## src/design/art_pkg.sv

```systemverilog
// Shared types and constants for the aging route table.
// Used by art_cfg_regs, art_entry_unit and aging_route_table; no dependencies.
`default_nettype none

package art_pkg;

  localparam int CFG_ADDR_W = 3;
  localparam int CFG_DATA_W = 32;
  localparam logic REG_ROUTE_TIMEOUT = 1'b0;

  localparam logic [15:0] TIMEOUT_RESET = 16'd300;
  localparam logic [15:0] AGE_MAX = 16'hFFFF;

  localparam logic [2:0] FUNC_LOOKUP = 3'd0;
  localparam logic [2:0] FUNC_LEARN = 3'd1;
  localparam logic [2:0] FUNC_CLEAR = 3'd2;
  localparam logic [2:0] FUNC_TICK = 3'd3;
  localparam logic [2:0] FUNC_MARK = 3'd4;

  localparam logic [1:0] ST_INVALID = 2'd0;
  localparam logic [1:0] ST_DISCOVERING = 2'd1;
  localparam logic [1:0] ST_VALID = 2'd2;

  typedef struct packed {
    logic [2:0] func;
    logic [7:0] destination;
    logic [7:0] next_hop;
    logic [7:0] hop_count;
  } req_t;

  typedef struct packed {
    logic found;
    logic [3:0] slot;
    logic [1:0] route_state;
    logic [7:0] route_next_hop;
    logic [7:0] route_hops;
    logic [15:0] route_age;
    logic evicted;
  } resp_t;

  // One RAM word: everything of an entry but its status.
  typedef struct packed {
    logic [7:0] key;
    logic [7:0] via;
    logic [7:0] hops;
    logic [15:0] age;
  } entry_t;

  // Per-entry verdict from the shared compare unit.
  typedef struct packed {
    logic hit;
    logic vacant;
    logic older;
    logic [1:0] tick_status;
    logic [15:0] tick_age;
  } eval_t;

endpackage

`default_nettype wire

```

## src/design/aging_route_table.sv

```systemverilog
// Aging route table top level: sequencer, entry RAM and status flops.
// Instantiates art_cfg_regs and art_entry_unit; depends on art_pkg.
//
// Usage: requests enter on in_valid/in_ready as art_pkg::req_t (lookup, learn,
// clear, tick, mark discovering). Every request yields exactly one result
// transaction on out_valid/out_ready as art_pkg::resp_t.
// Each request walks the whole table through the entry RAM, one entry per
// cycle through its single read port, with one shared compare unit judging
// the entry read in the previous cycle. After the scan a pick step registers
// the chosen slot and a finish step posts the result. in_ready stays low
// from acceptance until the sequencer is back in its idle step, which
// accepts the next request; a new request is not taken before the last one
// is through.
// The result sits in an output register: a new request is taken while it
// waits, and the sequencer holds in its final step only if the previous
// result has not been taken yet.
// Reset clears all entry status flops to invalid at once (no clearing pass)
// and loads route_timeout with 300; route_timeout is written through the APB-style
// port at byte address 0, by the user only while the table is idle (not enforced).
`default_nettype none

module aging_route_table #(
  parameter int TABLE_ENTRIES = 16
) (
  input  wire logic                             clk,
  input  wire logic                             rst,
  input  wire logic                             psel,
  input  wire logic                             penable,
  input  wire logic                             pwrite,
  input  wire logic [art_pkg::CFG_ADDR_W-1:0]   paddr,
  input  wire logic [art_pkg::CFG_DATA_W-1:0]   pwdata,
  output logic      [art_pkg::CFG_DATA_W-1:0]   prdata,
  output logic                                  pready,
  input  wire logic                             in_valid,
  output logic                                  in_ready,
  input  wire art_pkg::req_t                    in_data,
  output logic                                  out_valid,
  input  wire logic                             out_ready,
  output art_pkg::resp_t                        out_data
);

  localparam int IDX_W = (TABLE_ENTRIES > 1) ? $clog2(TABLE_ENTRIES) : 1;
  localparam int CNT_W = $clog2(TABLE_ENTRIES + 1);
  localparam logic [CNT_W-1:0] LAST_CNT = CNT_W'(TABLE_ENTRIES);

  typedef enum logic [1:0] {S_IDLE, S_SCAN, S_PICK, S_FINISH} state_t;

  state_t state;
  art_pkg::req_t req;
  logic [CNT_W-1:0] cnt;
  logic pend_valid;
  logic [IDX_W-1:0] pend_idx;
  art_pkg::entry_t rd_entry;
  logic [1:0] rd_status;
  logic [1:0] status [TABLE_ENTRIES];
  art_pkg::entry_t mem [TABLE_ENTRIES];

  logic m_found;
  logic [IDX_W-1:0] m_idx;
  logic f_found;
  logic [IDX_W-1:0] f_idx;
  logic [15:0] best_age;
  logic [IDX_W-1:0] best_idx;

  logic sel_hit;
  logic [IDX_W-1:0] sel_idx;
  logic sel_ev;

  logic pick_hit;
  logic [IDX_W-1:0] pick_idx;
  logic pick_ev;

  logic rd_en;
  logic [IDX_W-1:0] rd_addr;
  logic wr_en;
  logic [IDX_W-1:0] wr_addr;
  art_pkg::entry_t wr_data;
  logic finish_go;
  art_pkg::resp_t resp;
  art_pkg::eval_t verdict;
  logic [15:0] route_timeout;

  art_cfg_regs u_cfg (
    .clk           (clk),
    .rst           (rst),
    .psel          (psel),
    .penable       (penable),
    .pwrite        (pwrite),
    .paddr         (paddr),
    .pwdata        (pwdata),
    .prdata        (prdata),
    .pready        (pready),
    .route_timeout (route_timeout)
  );

  art_entry_unit u_unit (
    .status        (rd_status),
    .entry         (rd_entry),
    .destination   (req.destination),
    .route_timeout (route_timeout),
    .best_age      (best_age),
    .verdict       (verdict)
  );

  assign in_ready = (state == S_IDLE);
  assign finish_go = (state == S_FINISH) && (!out_valid || out_ready);

  // Choose the slot once the scan is done.
  always_comb begin
    pick_hit = 1'b0;
    pick_idx = m_idx;
    pick_ev = 1'b0;
    case (req.func)
      art_pkg::FUNC_LOOKUP, art_pkg::FUNC_CLEAR: begin
        pick_hit = m_found;
      end
      art_pkg::FUNC_LEARN: begin
        pick_hit = 1'b1;
        if (m_found) begin
          pick_idx = m_idx;
        end else if (f_found) begin
          pick_idx = f_idx;
        end else begin
          pick_idx = best_idx;
          pick_ev = 1'b1;
        end
      end
      art_pkg::FUNC_MARK: begin
        pick_hit = m_found || f_found;
        pick_idx = m_found ? m_idx : f_idx;
      end
      default: begin
        pick_hit = 1'b0;
      end
    endcase
  end

  always_comb begin
    rd_en = 1'b0;
    rd_addr = cnt[IDX_W-1:0];
    if (state == S_SCAN && cnt != LAST_CNT) begin
      rd_en = 1'b1;
    end else if (state == S_PICK) begin
      rd_en = 1'b1;
      rd_addr = pick_idx;
    end

    wr_en = 1'b0;
    wr_addr = pend_idx;
    wr_data = rd_entry;
    if (state == S_SCAN && pend_valid && req.func == art_pkg::FUNC_TICK &&
        verdict.tick_status != art_pkg::ST_INVALID) begin
      wr_en = 1'b1;
      wr_data.age = verdict.tick_age;
    end else if (finish_go && sel_hit) begin
      wr_addr = sel_idx;
      if (req.func == art_pkg::FUNC_LEARN) begin
        wr_en = 1'b1;
        wr_data = '{key: req.destination, via: req.next_hop, hops: req.hop_count,
                    age: 16'd0};
      end else if (req.func == art_pkg::FUNC_MARK) begin
        wr_en = 1'b1;
        wr_data = '{key: req.destination, via: rd_entry.via, hops: rd_entry.hops,
                    age: 16'd0};
      end
    end
  end

  always_comb begin
    resp = '0;
    if (sel_hit) begin
      resp.found = 1'b1;
      resp.slot = 4'(sel_idx);
      resp.evicted = sel_ev;
      resp.route_next_hop = rd_entry.via;
      resp.route_hops = rd_entry.hops;
      resp.route_age = rd_entry.age;
      resp.route_state = rd_status;
      case (req.func)
        art_pkg::FUNC_LEARN: begin
          resp.route_state = art_pkg::ST_VALID;
          resp.route_next_hop = req.next_hop;
          resp.route_hops = req.hop_count;
          resp.route_age = 16'd0;
        end
        art_pkg::FUNC_MARK: begin
          resp.route_state = art_pkg::ST_DISCOVERING;
          resp.route_age = 16'd0;
        end
        art_pkg::FUNC_CLEAR: begin
          resp.route_state = art_pkg::ST_INVALID;
        end
        default: begin
          resp.route_state = rd_status;
        end
      endcase
    end
  end

  always_ff @(posedge clk) begin
    if (wr_en) begin
      mem[wr_addr] <= wr_data;
    end
    if (rd_en) begin
      rd_entry <= mem[rd_addr];
    end
  end

  always_ff @(posedge clk) begin
    if (rst) begin
      state <= S_IDLE;
      out_valid <= 1'b0;
      pend_valid <= 1'b0;
      for (int i = 0; i < TABLE_ENTRIES; i++) begin
        status[i] <= art_pkg::ST_INVALID;
      end
    end else begin
      if (out_valid && out_ready && !finish_go) begin
        out_valid <= 1'b0;
      end
      if (rd_en) begin
        rd_status <= status[rd_addr];
      end
      case (state)
        S_IDLE: begin
          if (in_valid) begin
            req <= in_data;
            cnt <= '0;
            pend_valid <= 1'b0;
            m_found <= 1'b0;
            m_idx <= '0;
            f_found <= 1'b0;
            f_idx <= '0;
            best_age <= '0;
            best_idx <= '0;
            state <= S_SCAN;
          end
        end
        S_SCAN: begin
          pend_valid <= rd_en;
          pend_idx <= rd_addr;
          if (pend_valid) begin
            if (req.func == art_pkg::FUNC_TICK) begin
              status[pend_idx] <= verdict.tick_status;
            end
            if (verdict.hit && !m_found) begin
              m_found <= 1'b1;
              m_idx <= pend_idx;
            end
            if (verdict.vacant && !f_found) begin
              f_found <= 1'b1;
              f_idx <= pend_idx;
            end
            if (verdict.older) begin
              best_age <= rd_entry.age;
              best_idx <= pend_idx;
            end
          end
          if (cnt == LAST_CNT) begin
            state <= S_PICK;
          end else begin
            cnt <= cnt + CNT_W'(1);
          end
        end
        S_PICK: begin
          sel_hit <= pick_hit;
          sel_idx <= pick_idx;
          sel_ev <= pick_ev;
          state <= S_FINISH;
        end
        S_FINISH: begin
          // hold until the previous result is taken
          if (finish_go) begin
            out_valid <= 1'b1;
            out_data <= resp;
            if (sel_hit) begin
              if (req.func == art_pkg::FUNC_LEARN) begin
                status[sel_idx] <= art_pkg::ST_VALID;
              end else if (req.func == art_pkg::FUNC_MARK) begin
                status[sel_idx] <= art_pkg::ST_DISCOVERING;
              end else if (req.func == art_pkg::FUNC_CLEAR) begin
                status[sel_idx] <= art_pkg::ST_INVALID;
              end
            end
            state <= S_IDLE;
          end
        end
        default: begin
          state <= S_IDLE;
        end
      endcase
    end
  end

  a_evict_found: assert property (@(posedge clk) disable iff (rst)
    out_valid |-> (!out_data.evicted || out_data.found))
    else $error("evicted result without a slot");

  a_miss_zero: assert property (@(posedge clk) disable iff (rst)
    (out_valid && !out_data.found) |-> (out_data.slot == 4'd0 &&
      out_data.route_state == art_pkg::ST_INVALID && out_data.route_age == 16'd0 &&
      out_data.route_next_hop == 8'd0 && out_data.route_hops == 8'd0))
    else $error("miss result carries nonzero fields");

  a_busy_after_accept: assert property (@(posedge clk) disable iff (rst)
    (in_valid && in_ready) |=> !in_ready)
    else $error("ready right after accepting a request");

  a_new_result: assert property (@(posedge clk) disable iff (rst)
    (finish_go) |=> (out_valid && in_ready))
    else $error("finish step did not post a result");

endmodule

`default_nettype wire

```

## src/design/art_cfg_regs.sv

```systemverilog
// APB-style configuration register block for the aging route table.
// Holds route_timeout; depends on art_pkg.
`default_nettype none

module art_cfg_regs (
  input  wire logic                             clk,
  input  wire logic                             rst,
  input  wire logic                             psel,
  input  wire logic                             penable,
  input  wire logic                             pwrite,
  input  wire logic [art_pkg::CFG_ADDR_W-1:0]   paddr,
  input  wire logic [art_pkg::CFG_DATA_W-1:0]   pwdata,
  output logic      [art_pkg::CFG_DATA_W-1:0]   prdata,
  output logic                                  pready,
  output logic      [15:0]                      route_timeout
);

  logic reg_index;

  assign reg_index = paddr[2];
  assign pready = 1'b1;

  always_ff @(posedge clk) begin
    if (rst) begin
      route_timeout <= art_pkg::TIMEOUT_RESET;
    end else if (psel && penable && pwrite && pready) begin
      if (reg_index == art_pkg::REG_ROUTE_TIMEOUT) begin
        route_timeout <= pwdata[15:0];
      end
    end
  end

  always_comb begin
    prdata = '0;
    if (reg_index == art_pkg::REG_ROUTE_TIMEOUT) begin
      prdata = {{(art_pkg::CFG_DATA_W - 16){1'b0}}, route_timeout};
    end
  end

endmodule

`default_nettype wire

```

## src/design/art_entry_unit.sv

```systemverilog
// Shared compare and aging unit: judges one table entry per cycle.
// Gives key match, vacancy, eviction age compare and tick update; uses art_pkg.
`default_nettype none

module art_entry_unit (
  input  wire logic [1:0]      status,
  input  wire art_pkg::entry_t entry,
  input  wire logic [7:0]      destination,
  input  wire logic [15:0]     route_timeout,
  input  wire logic [15:0]     best_age,
  output art_pkg::eval_t       verdict
);

  logic live;
  logic [1:0] status_after;

  assign live = (status != art_pkg::ST_INVALID);

  always_comb begin
    status_after = status;
    // expire before aging
    if (status == art_pkg::ST_VALID && entry.age >= route_timeout) begin
      status_after = art_pkg::ST_INVALID;
    end
    verdict.hit = live && (entry.key == destination);
    verdict.vacant = !live;
    verdict.older = live && (entry.age > best_age);
    verdict.tick_status = status_after;
    verdict.tick_age = entry.age;
    if (status_after != art_pkg::ST_INVALID && entry.age != art_pkg::AGE_MAX) begin
      verdict.tick_age = entry.age + 16'd1;
    end
  end

endmodule

`default_nettype wire
```

## config.mk

```make
export PLATFORM = sky130hd
export DESIGN_NAME = aging_route_table
export DESIGN_NICKNAME = d
export VERILOG_FILES = /design/src/design/art_pkg.sv /design/src/design/aging_route_table.sv /design/src/design/art_cfg_regs.sv /design/src/design/art_entry_unit.sv
export SDC_FILE = /design/constraint.sdc
export NUM_CORES = 1
export LEC_CHECK = 0
export ABC_AREA = 0
export BUFFER_PORTS_ARGS = -buffer_cell sky130_fd_sc_hd__buf_2
export CORE_ASPECT_RATIO = 1.25
export CORE_MARGIN = 1
export CORE_UTILIZATION = 56
export DETAILED_ROUTE_END_ITERATION = 7
export GPL_TIMING_DRIVEN = 0
export PLACE_DENSITY = 0.76
export SYNTH_ARGS = -nofsm -noshare
export SYNTH_HDL_FRONTEND = slang
export SYNTH_SLANG_ARGS = --single-unit
```

## constraint.sdc

```tcl
create_clock -name clk -period 6.3 [get_ports clk]
set_input_delay 0.63 -clock clk [delete_from_list [all_inputs] [get_ports clk]]
set_output_delay 0.63 -clock clk [all_outputs]
set_load 0.1 [all_outputs]
```

* Yosys cells after proc, flatten, opt, wreduce, memory -nomap -nowiden
Memories as Yosys holds them, arrays and structs flattened. A register that Yosys moved wholly into a read port is not among the register bits.
Index checks and enable logic that the tools add are counted.
** Storage, ports and cells
- Flip-flop bits (word level) :: 132
- Memory bits (writable) :: 672
- Input bits :: 69
- Output and inout bits :: 75
- Memories :: 2
** Operators by class
- Add/sub/neg operators :: 2
- Order comparisons :: 2
- Equal/unequal tests :: 20
- Multiplexer cells :: 97
- Bitwise operators :: 6
- Reduce and logical (&&, ||, !) cells :: 46
** Memory list
- mem :: depth 16, width 40, read ports 1, clocked after memory_dff 1, write ports 1, RTL line aging_route_table.sv:56 : art_pkg::entry_t mem [TABLE_ENTRIES];
- status :: depth 16, width 2, read ports 1, clocked after memory_dff 1, write ports 16, RTL line aging_route_table.sv:55 : logic [1:0] status [TABLE_ENTRIES];
** Operators by type and width (number)
- 40-bit two-way mux :: 4
- 16-bit two-way mux :: 8
- 4-bit two-way mux :: 16
- 1-bit two-way mux :: 46
- 16-bit one-hot mux with 2 select lines :: 1
- 4-bit one-hot mux with 2 select lines :: 4
- 24-bit two-way mux :: 1
- 16-bit by 1-bit adder with 16-bit output (second input constant) :: 1
- 16-bit greater-or-equal comparator :: 1
- 16-bit greater-than comparator :: 1
- 1-bit logical AND :: 16
- 2-bit two-way mux :: 8
- 16-bit inequality test (second input constant) :: 1
- 5-bit AND reduction :: 3
- 5-bit two-way mux :: 2
- 5-bit one-hot mux with 2 select lines :: 1
- 2-bit AND reduction :: 5
- 2-bit OR reduction :: 5
- 3-bit AND reduction :: 3
- 8-bit == test :: 1
- 2-bit by 1-bit inequality test with 1-bit output (second input constant) :: 4
- 2-bit inequality test (second input constant) :: 4
- 2-bit one-hot mux with 4 select lines :: 1
- 2-bit == test (second input constant) :: 3
- 19 further kinds :: 33

* Logic depth before layout (Yosys ltp)
Gate-level depths: netlist of the first run.
- Word-level depth :: 12
- Gate-level depth with buffers :: 14

* Cells and area by module
From an unflattened synthesis of the first run, not the netlist that was laid out.
** Unflattened totals
- Cells, all modules :: 2480
- Area total of the unflattened synthesis :: 36616.4 um^2
** By module, submodules not included
- aging_route_table :: times used 1, cells an instance 2188, area an instance 34281.6 um^2, seq. area each 24883.9 um^2
- art_entry_unit :: times used 1, cells an instance 186, area an instance 1367.6 um^2, seq. area each 0.0 um^2
- art_cfg_regs :: times used 1, cells an instance 106, area an instance 967.2 um^2, seq. area each 320.3 um^2

* Least setup slack after synthesis of the first run
OpenSTA, ideal clock, no wires.
- Path kind :: register to register
- Start point :: reg, netlist name rd_entry[0]
- End point :: mem mem[2][0] (netlist bit) (enable)
- Setup time :: 0.548 ns
- Data arrival time :: 6.304 ns
- Required time :: 5.752 ns
- Slack :: -0.553 ns
- Cell stages (with the launch flop) :: 12
- Cell sequence :: edfxtp_1 -> inv_1 -> ha_1 -> nand2b_1 -> a211oi_1 -> o21bai_1 -> a221oi_1 -> o211a_1 -> a21oi_1 -> buf_2 -> clkbuf_1 -> o41ai_1
** On the way
- Longest elaborated chain between the ends :: 8
- Elaborated cells between the ends (all ways) :: 9
- Classes of those cells :: order compare: 1; mux: 5; reduce/logical: 3
** Ends and longest elaborated chain
- 16-bit greater-or-equal comparator (*) :: RTL line art_entry_unit.sv:22 : if (status == art_pkg::ST_VALID && entry.age >= route_timeout) begin
- 1-bit logical AND (*) :: RTL line art_entry_unit.sv:22
- 2-bit two-way mux (*) :: RTL line art_entry_unit.sv:22
- 2-bit nonzero test (*) :: RTL line aging_route_table.sv:152 : verdict.tick_status != art_pkg::ST_INVALID) begin
- 1-bit logical AND (*) :: RTL line aging_route_table.sv:151 : if (state == S_SCAN && pend_valid && req.func == art_pkg::FUNC_TICK &&
- 1-bit two-way mux :: RTL line aging_route_table.sv:151
- 1-bit two-way mux :: RTL line aging_route_table.sv:201 : if (wr_en) begin
- 1-bit two-way mux (implied by the code) :: RTL line aging_route_table.sv:202 : mem[wr_addr] <= wr_data;
- to (decl) :: RTL line aging_route_table.sv:56
Mark *: on every way between the ends. The rest lies on a longest branch, timed or not.

* Worst setup path after layout of the first run
- Start point :: reg, netlist name rd_entry[0]
- End point :: mem mem[8][16] (netlist bit) (enable)
** On the way
- Longest elaborated chain between the ends :: 8
- Elaborated cells between the ends (all ways) :: 9
- Classes of those cells :: order compare: 1; mux: 5; reduce/logical: 3
** Ends and longest elaborated chain (RTL line)
- 16-bit greater-or-equal comparator (*) :: art_entry_unit.sv:22
- 1-bit logical AND (*) :: art_entry_unit.sv:22
- 2-bit two-way mux (*) :: art_entry_unit.sv:22
- 2-bit nonzero test (*) :: aging_route_table.sv:152
- 1-bit logical AND (*) :: aging_route_table.sv:151
- 1-bit two-way mux :: aging_route_table.sv:151
- 1-bit two-way mux :: aging_route_table.sv:201
- 1-bit two-way mux (implied by the code) :: aging_route_table.sv:202
Marks and branches as above.

==> run metrics, run 1 <==
run status finished with violations; violated checks capacitance limit, slew limit; clock-pin transition on the worst setup and hold timing paths 0.06 ns; static power due to leakage 0.0145 µW; worst setup skew after layout 0.0155 ns; number of standard cells after synthesis 2844; P&R area growth vs syn 14.8%; area enclosed by the die boundary 64600 µm²; master of the slowest instance on the critical path sky130_fd_sc_hd__o41ai_2; Top Family by Delay on Critical Path compound AO/OA/AOI/OAI gates; largest area contributor in the netlist sky130_fd_sc_hd__edfxtp_1; Reg power frac 39.7%; path type of the worst setup path flip-flop to flip-flop; fraction of final layout cells with drive strength greater than 1 14.6%; Max VDD drop 0.000266 V; final setup fails 0; maximum cell stage delay along the critical path 1.00 ns; cell-by-cell trace of the critical path inv_1 > ha_1 > nand2b_1 > a211oi_1 > o21bai_1 > a221oi_1 > o211a_1 > a21oi_1 > buf_2 > clkbuf_1 > o41ai_2 > buf_4 > buf_4 > buf_4; reg2reg path depth 14; IO Pins 144; Rel. slew slack -1.40%; number of buffers and inverters on the critical path 6; H-Tree Depth 3; number of nets in the finished design 3213; Worst-Margin Slew 1.52 ns; GRT overflow 0; Max Cap Violations 1; average instance area after synthesis 12.5 µm²; CTS sink count 846; maximum fanout along the worst path 10; Core Box Area 63000 µm²; most frequently used cell type in the post-synthesis netlist sky130_fd_sc_hd__edfxtp_1; total number of cells along the worst setup path 14; Routability Congestion 0.961; cell row count 103; vias in the first global route 24988; termination of the worst setup path mem[8][16]; final count of pins violating max slew 11; Sw Pwr 7670 µW; total of hold buffers inserted after clock tree synthesis 0; CP required 6.64 ns; part of the power in combinational logic 36.7%; # fillers 4418; share of flip-flops with an asynchronous set or reset after synthesis 0%; Max Clk Rate 211 MHz; post-synth design cell area 35600 µm²; Final min period 4.74 ns; power per unit of standard cell area 475 nW/µm²; ant diodes 0; root buffer selected by CTS sky130_fd_sc_hd__clkbuf_16; Bufs on Longest Clock Path 3; proportion of power drawn by the clock network 23.6%; main flop type after synthesis sky130_fd_sc_hd__edfxtp_1; hpwl dp 72.2 mm; number of cells upsized or downsized after cts 0; total area of multi-input combinational cells 9510 µm²; Clk Latency, worst-skew pair 0.64 ns; share of Yosys cell area claimed by the top area cell type 69.6%; Final ANT Viol Nets 0; GRT Total Usage 32.7%; number of flops mapped to enable cells by yosys 826; drt initial violations 3370; start of the worst register-to-register path rd_entry[0]; largest net degree at the start of global routing 29; setup bufs post-CTS 0; startpoint class of the critical path flip-flop; critical path arrival 5.08 ns; number of search-and-repair iterations in the first detailed-routing pass 5; Internal Power 11700 µW; Die Ht 284 µm; core occupancy in the finished layout 64.9%; crit share post-route 75.2%; Num CTS Buffers 78; library cell appearing most often on the critical path sky130_fd_sc_hd__buf_4; worst hold path class primary input to flip-flop; number of antenna violations at the first check in global routing 0; flop-to-flop setup slack 1.56 ns; effective utilization at floorplan 56.5%; detailed-route DRC error count 0; end of the worst register-to-register path mem[8][16]; unrepaired setup endpoints after global routing false; Vias 25279; Die Wd 228 µm; number of synthesized register bits 846; cell depth of the worst hold path 1; synth cell count leaders sky130_fd_sc_hd__edfxtp_1 (826), sky130_fd_sc_hd__nand2_1 (754), sky130_fd_sc_hd__nand3_1 (401); unique cell type count in the Yosys netlist 60; Port-buffer cells 107; count of endpoints failing hold in the final timing report 0; final hold slack 0.168 ns; global-route wire length before repair 153 mm; FF+latch area 25200 µm²; clock tree from TritonCTS done; crit end category flip-flop; sequential-to-total area share from yosys stat 70.8%; switching power share of the total 39.5%; final routed wirelength across all metal layers 105 mm; dominant cells by area after synthesis sky130_fd_sc_hd__edfxtp_1 (70%), sky130_fd_sc_hd__nand2_1 (7.9%), sky130_fd_sc_hd__nand3_1 (5.6%); startpoint of the worst setup timing path rd_entry[0]; routed length per placed instance 26.2 µm; Yosys Warn Count 0; via density per instance 6.31
==> placed cells by master (no fill, tap or decap), types with 10 or more instances in the layout <==
master / synthesis / layout
sky130_fd_sc_hd__a21boi_0: 19 / 19
sky130_fd_sc_hd__a21o_1: 10 / 10
sky130_fd_sc_hd__a21oi_1: 66 / 65
sky130_fd_sc_hd__a221o_1: 16 / 16
sky130_fd_sc_hd__a32oi_1: 85 / 85
sky130_fd_sc_hd__and2_1: 47 / 47
sky130_fd_sc_hd__buf_1: 14 / 14
sky130_fd_sc_hd__buf_16: 0 / 16
sky130_fd_sc_hd__buf_2: 92 / 199
sky130_fd_sc_hd__buf_4: 29 / 50
sky130_fd_sc_hd__buf_6: 11 / 16
sky130_fd_sc_hd__buf_8: 0 / 10
sky130_fd_sc_hd__clkbuf_1: 54 / 68
sky130_fd_sc_hd__clkbuf_16: 0 / 82
sky130_fd_sc_hd__clkinv_1: 0 / 17
sky130_fd_sc_hd__clkinv_2: 0 / 12
sky130_fd_sc_hd__conb_1: 2 / 17
sky130_fd_sc_hd__dfxtp_1: 20 / 20
sky130_fd_sc_hd__edfxtp_1: 826 / 826
sky130_fd_sc_hd__ha_1: 39 / 39
sky130_fd_sc_hd__inv_1: 40 / 40
sky130_fd_sc_hd__mux2_2: 18 / 18
sky130_fd_sc_hd__mux2i_1: 18 / 16
sky130_fd_sc_hd__nand2_1: 754 / 754
sky130_fd_sc_hd__nand2b_1: 15 / 14
sky130_fd_sc_hd__nand3_1: 401 / 401
sky130_fd_sc_hd__nand4_1: 29 / 29
sky130_fd_sc_hd__nor2_1: 66 / 64
sky130_fd_sc_hd__nor2b_1: 17 / 17
sky130_fd_sc_hd__o22ai_1: 39 / 32
sky130_fd_sc_hd__xnor2_1: 10 / 10
==> worst min-delay path by stage <==
stage                            startpoint                 endpoint
floorplan           u_cfg.route_timeout[10]  u_cfg.route_timeout[10]
global placement     u_cfg.route_timeout[7]   u_cfg.route_timeout[7]
detailed placement   u_cfg.route_timeout[7]   u_cfg.route_timeout[7]
CTS                              in_data[7]                   req[7]
global route                     in_data[1]                   req[1]
finish                           in_data[7]                   req[7]
==> per-layer routing <==
| layer | GRT usage, % | up-vias | wire (µm) |
|---|---|---|---|
| li1 | - | 10921 | - |
| met1 | 40.5 | 12210 | 36600 |
| met2 | 53.9 | 1796 | 51300 |
| met3 | 6.22 | 352 | 11200 |
| met4 | 18.3 | 0 | 5880 |
| met5 | 0 | - | 0 |
==> per-stage QoR <==
step | cell area [µm²] | instances | setup TNS, ns | power [µW] | worst slack, ns
after global placement | 37300 | 3806 | -1393.30 | 14300 | -5.59
after global routing | 40900 | 4008 | 0 | 20100 | 1.39
after floorplan | 35700 | 2859 | -66.32 | 11900 | -0.553
final | 40900 | 4008 | 0 | 19400 | 1.56
after detailed placement | 38500 | 3864 | 0 | 14700 | 1.69
after CTS | 40900 | 4007 | 0 | 19200 | 1.67
==> worst reg2reg max path: stages (launching register included) <==
cell and delay (ns):
sky130_fd_sc_hd__edfxtp_1 0.55, sky130_fd_sc_hd__inv_1 0.15, sky130_fd_sc_hd__ha_1 0.30, sky130_fd_sc_hd__nand2b_1 0.14, sky130_fd_sc_hd__a211oi_1 0.22, sky130_fd_sc_hd__o21bai_1 0.12, sky130_fd_sc_hd__a221oi_1 0.37, sky130_fd_sc_hd__o211a_1 0.23
sky130_fd_sc_hd__a21oi_1 0.09, sky130_fd_sc_hd__buf_2 0.19, sky130_fd_sc_hd__clkbuf_1 0.34, sky130_fd_sc_hd__o41ai_2 1.00, sky130_fd_sc_hd__buf_4 0.31, sky130_fd_sc_hd__buf_4 0.20, sky130_fd_sc_hd__buf_4 0.20
==> area by class of cell <==
type / count / share of cell area [%]
buffer: 200 / 2.59
clock buffer: 97 / 5.18
clock inverter: 46 / 0.768
inverter: 43 / 0.395
multi-input combinational: 1770 / 23.3
sequential: 846 / 61.6
tap: 840 / 2.57
timing repair buffer: 166 / 3.62
==> kinds of logic (layout without fill, tap and decap cells) <==
group / after synthesis / in the layout / share of synthesized area (%)
buffers and inverters: 243 / 552 / 3.42
AO/OA/AOI/OAI: 288 / 288 / 5.92
other: 2 / 17 / 0.0211
AND/OR/NAND/NOR: 1376 / 1376 / 17.1
multiplexers: 36 / 36 / 1.08
XOR/XNOR: 14 / 14 / 0.344
adder cells (fa/ha/maj): 39 / 39 / 1.37
flip-flops: 846 / 846 / 70.8
==> power groups by stage <==
stage                     clock, µW  sequential, µW  combinational, µW
after floorplan                   0            7750               4170
after global placement            0            7820               6480
after detailed placement          0            7810               6880
after CTS                      4590            7690               6930
after global routing           4810            7730               7530
final                          4590            7700               7120
==> state kept, by name (all words and copies together), names as in the netlist, 5 cells and up <==
| signal | cells |
|---|---|
| mem | 640 |
| out_data | 40 |
| rd_entry | 40 |
| status | 32 |
| req | 27 |
| best_age | 16 |
| u_cfg.route_timeout | 16 |
| cnt | 5 |
Power figures use the tool's default switching activity.
==> run 2: changes to the inputs <==
--- a/config.mk
+++ b/config.mk
@@ -9,7 +9,7 @@
 export BUFFER_PORTS_ARGS = -buffer_cell sky130_fd_sc_hd__buf_2
 export CORE_ASPECT_RATIO = 1.25
 export CORE_MARGIN = 1
-export CORE_UTILIZATION = 56
+export CORE_UTILIZATION = 58
 export DETAILED_ROUTE_END_ITERATION = 7
 export GPL_TIMING_DRIVEN = 0
 export PLACE_DENSITY = 0.76
==> constraint.sdc (replaced) <==
create_clock -name clk -period 4.87 [get_ports clk]
set_input_delay 0.487 -clock clk [delete_from_list [all_inputs] [get_ports clk]]
set_output_delay 0.487 -clock clk [all_outputs]
set_load 0.1 [all_outputs]
==> run 2 against run 1 <==
The flow still finishes with violations (capacitance limit, slew limit); via count is 0.71% lower; clock-buffer cell count is 4 lower; maximum frequency is 1.9% higher; sequential cell count stayed put; core utilization is 2.5 points higher; clock skew is 0.00087 ns lower; combinational power is 29% higher; non-clock buffer count is 11 lower; clock power is 32% higher; final area hardly changed; cell count is 1.9% lower; critical endpoint is now rd_entry[14]; largest cell class unchanged.
==> run metrics, run 2 (synthesis gave the netlist of run 1 again) <==
run status finished with violations (unchanged); violated checks capacitance limit, slew limit (unchanged); max FFs per register 640 (unchanged); CP required 5.31 ns (was 6.64 ns); static power due to leakage 0.0145 µW (about the same); Routability Congestion 0.951 (was 0.961); Worst-Margin Slew 1.65 ns (was 1.52 ns); maximum fanout along the worst path 10 (unchanged); area enclosed by the die boundary 62400 µm² (was 64600 µm²); unrepaired setup endpoints after global routing false (unchanged); Core Box Area 60700 µm² (was 63000 µm²); ant diodes 0 (unchanged); largest net degree at the start of global routing 29 (unchanged); P&R area growth vs syn 14.9% (was 14.8%); fraction of final layout cells with drive strength greater than 1 14.4% (was 14.6%); GRT overflow 0 (unchanged); Final min period 4.65 ns (was 4.74 ns); crit share post-route 95.4% (was 75.2%); pre-CTS WS 0.427 ns (was 1.69 ns); Max Cap Violations 2 (was 1); worst setup skew after layout 0.0146 ns (was 0.0155 ns); Num CTS Buffers 80 (was 78); startpoint class of the critical path flip-flop (unchanged); final routed wirelength across all metal layers 103 mm (was 105 mm); final count of pins violating max slew 22 (was 11); most common cell after layout, fill and taps aside sky130_fd_sc_hd__edfxtp_1 (unchanged); number of antenna violations at the first check in global routing 3 (was 0); Bufs on Longest Clock Path 3 (unchanged); CTS sink count 846 (unchanged); effective utilization at floorplan 58.7% (was 56.5%); number of nets in the finished design 3204 (was 3213); # fillers 4194 (was 4418); clock tree from TritonCTS done (unchanged); root buffer selected by CTS sky130_fd_sc_hd__clkbuf_16 (unchanged); total of hold buffers inserted after clock tree synthesis 0 (unchanged); Port-buffer cells 107 (unchanged); vias in the first global route 24910 (was 24988); via density per instance 6.39 (was 6.31); number of search-and-repair iterations in the first detailed-routing pass 8 (was 5); count of endpoints failing hold in the final timing report 0 (unchanged); worst hold path class primary input to flip-flop (unchanged); post-route cell area 40900 µm² (about the same); Vias 25099 (was 25279); cell row count 101 (was 103); path type of the worst setup path flip-flop to flip-flop (unchanged); Rel. slew slack -9.97% (was -1.40%); power per unit of standard cell area 616 nW/µm² (was 475 nW/µm²); Clk Latency, worst-skew pair 0.63 ns (was 0.64 ns); Final ANT Viol Nets 0 (unchanged); clock-pin transition on the worst setup and hold timing paths 0.06 ns (about the same); Die Ht 279 µm (was 284 µm); hpwl dp 70.4 mm (was 72.2 mm); routed length per placed instance 26.3 µm (was 26.2 µm); largest registers mem (640), out_data (40), rd_entry (40) (unchanged); global-route wire length before repair 151 mm (was 153 mm); Max VDD drop 0.000394 V (was 0.000266 V); crit end category flip-flop (unchanged); IO Pins 144 (unchanged); core occupancy in the finished layout 67.4% (was 64.9%); Die Wd 224 µm (was 228 µm); commonest cells after routing, fill and taps aside sky130_fd_sc_hd__edfxtp_1 (826), sky130_fd_sc_hd__nand2_1 (754), sky130_fd_sc_hd__nand3_1 (401) (unchanged); Final WS setup 0.222 ns (was 1.56 ns); drt initial violations 3038 (was 3370); GRT Total Usage 33.1% (was 32.7%); detailed-route DRC error count 0 (unchanged); final setup fails 0 (unchanged); Max Clk Rate 215 MHz (was 211 MHz); critical path arrival 5.09 ns (was 5.08 ns); flop-to-flop setup slack 0.22 ns (was 1.56 ns); register name with the most flops mem (unchanged); Placement Cell Area 38400 µm² (was 38500 µm²); H-Tree Depth 3 (unchanged)
run 2: cell count changes in the layout (fill, tap and decap cells not counted), sizes merged:
cell,change
buf,-11
bufinv,+3
clkbuf,-4
clkinv,+3
clkinvlp,-2
inv,+1
run 2: layout make-up:
| class | count | area, µm² | area share [%] |
|---|---|---|---|
| flip-flops and latches | 846 | 25200 | 61.6 |
| multi-input cells | 1770 | 9560 | 23.4 |
| clock buffers | 93 | 2090 | 5.12 |
| repair buffers | 155 | 1440 | 3.52 |
| plain buffers | 200 | 1060 | 2.58 |
| well taps | 772 | 966 | 2.36 |
| clock inverters | 51 | 425 | 1.04 |
| inverters | 43 | 161 | 0.395 |
run 2: critical path, cell delays in order, from the launching register on:
cell	delay [ns]
sky130_fd_sc_hd__edfxtp_1	0.54
sky130_fd_sc_hd__nor2_1	0.39
sky130_fd_sc_hd__nand2_1	0.16
sky130_fd_sc_hd__a22o_1	0.30
sky130_fd_sc_hd__mux2_2	0.33
sky130_fd_sc_hd__nor2_1	1.01
sky130_fd_sc_hd__clkbuf_1	1.22
sky130_fd_sc_hd__nand3_1	0.19
sky130_fd_sc_hd__nand3_1	0.30
run 2: per-layer routing:
metal	up-vias	track usage, %	part of all wire (%)
met4	0	19.2	5.9
met3	336	6.56	10
met1	12194	40.2	35
met5	-	0	0
met2	1646	55.2	49
li1	10923	-	-
run 2: where the power goes:
part           switching (µW)  internal [µW]  total, µW
registers                 428           9540       9970
logic                    6760           2420       9180
clock network            2700           3360       6060
total                    9880          15300      25200
run 2: timing repair:
| action | CTS | global route |
|---|---|---|
| gates resized for setup | 0 | 1 |
| setup buffers | 0 | 0 |
| setup endpoints to repair | 0 | 16 |
run 2: worst paths after layout:
kind / cells past startpoint / start / end
max: 8 / req[25] / rd_entry[14]
min: 1 / in_data[4] / req[4]
max reg2reg: 8 / req[25] / rd_entry[14]
min reg2reg: 2 / u_cfg.route_timeout[12] / u_cfg.route_timeout[12]
run 2: through the flow:
stage          TNS [ns]  instances  power, µW  hold slack, ns
4_1_cts               0       3929      25000         0.00247
3_3_place_gp   -1450.98       3738      18500           0.445
5_1_grt               0       3930      26100          0.0177
3_5_place_dp          0       3785      18900           0.453
2_1_floorplan    -89.99       2859      15400           0.436
6_report              0       3930      25200          0.0254
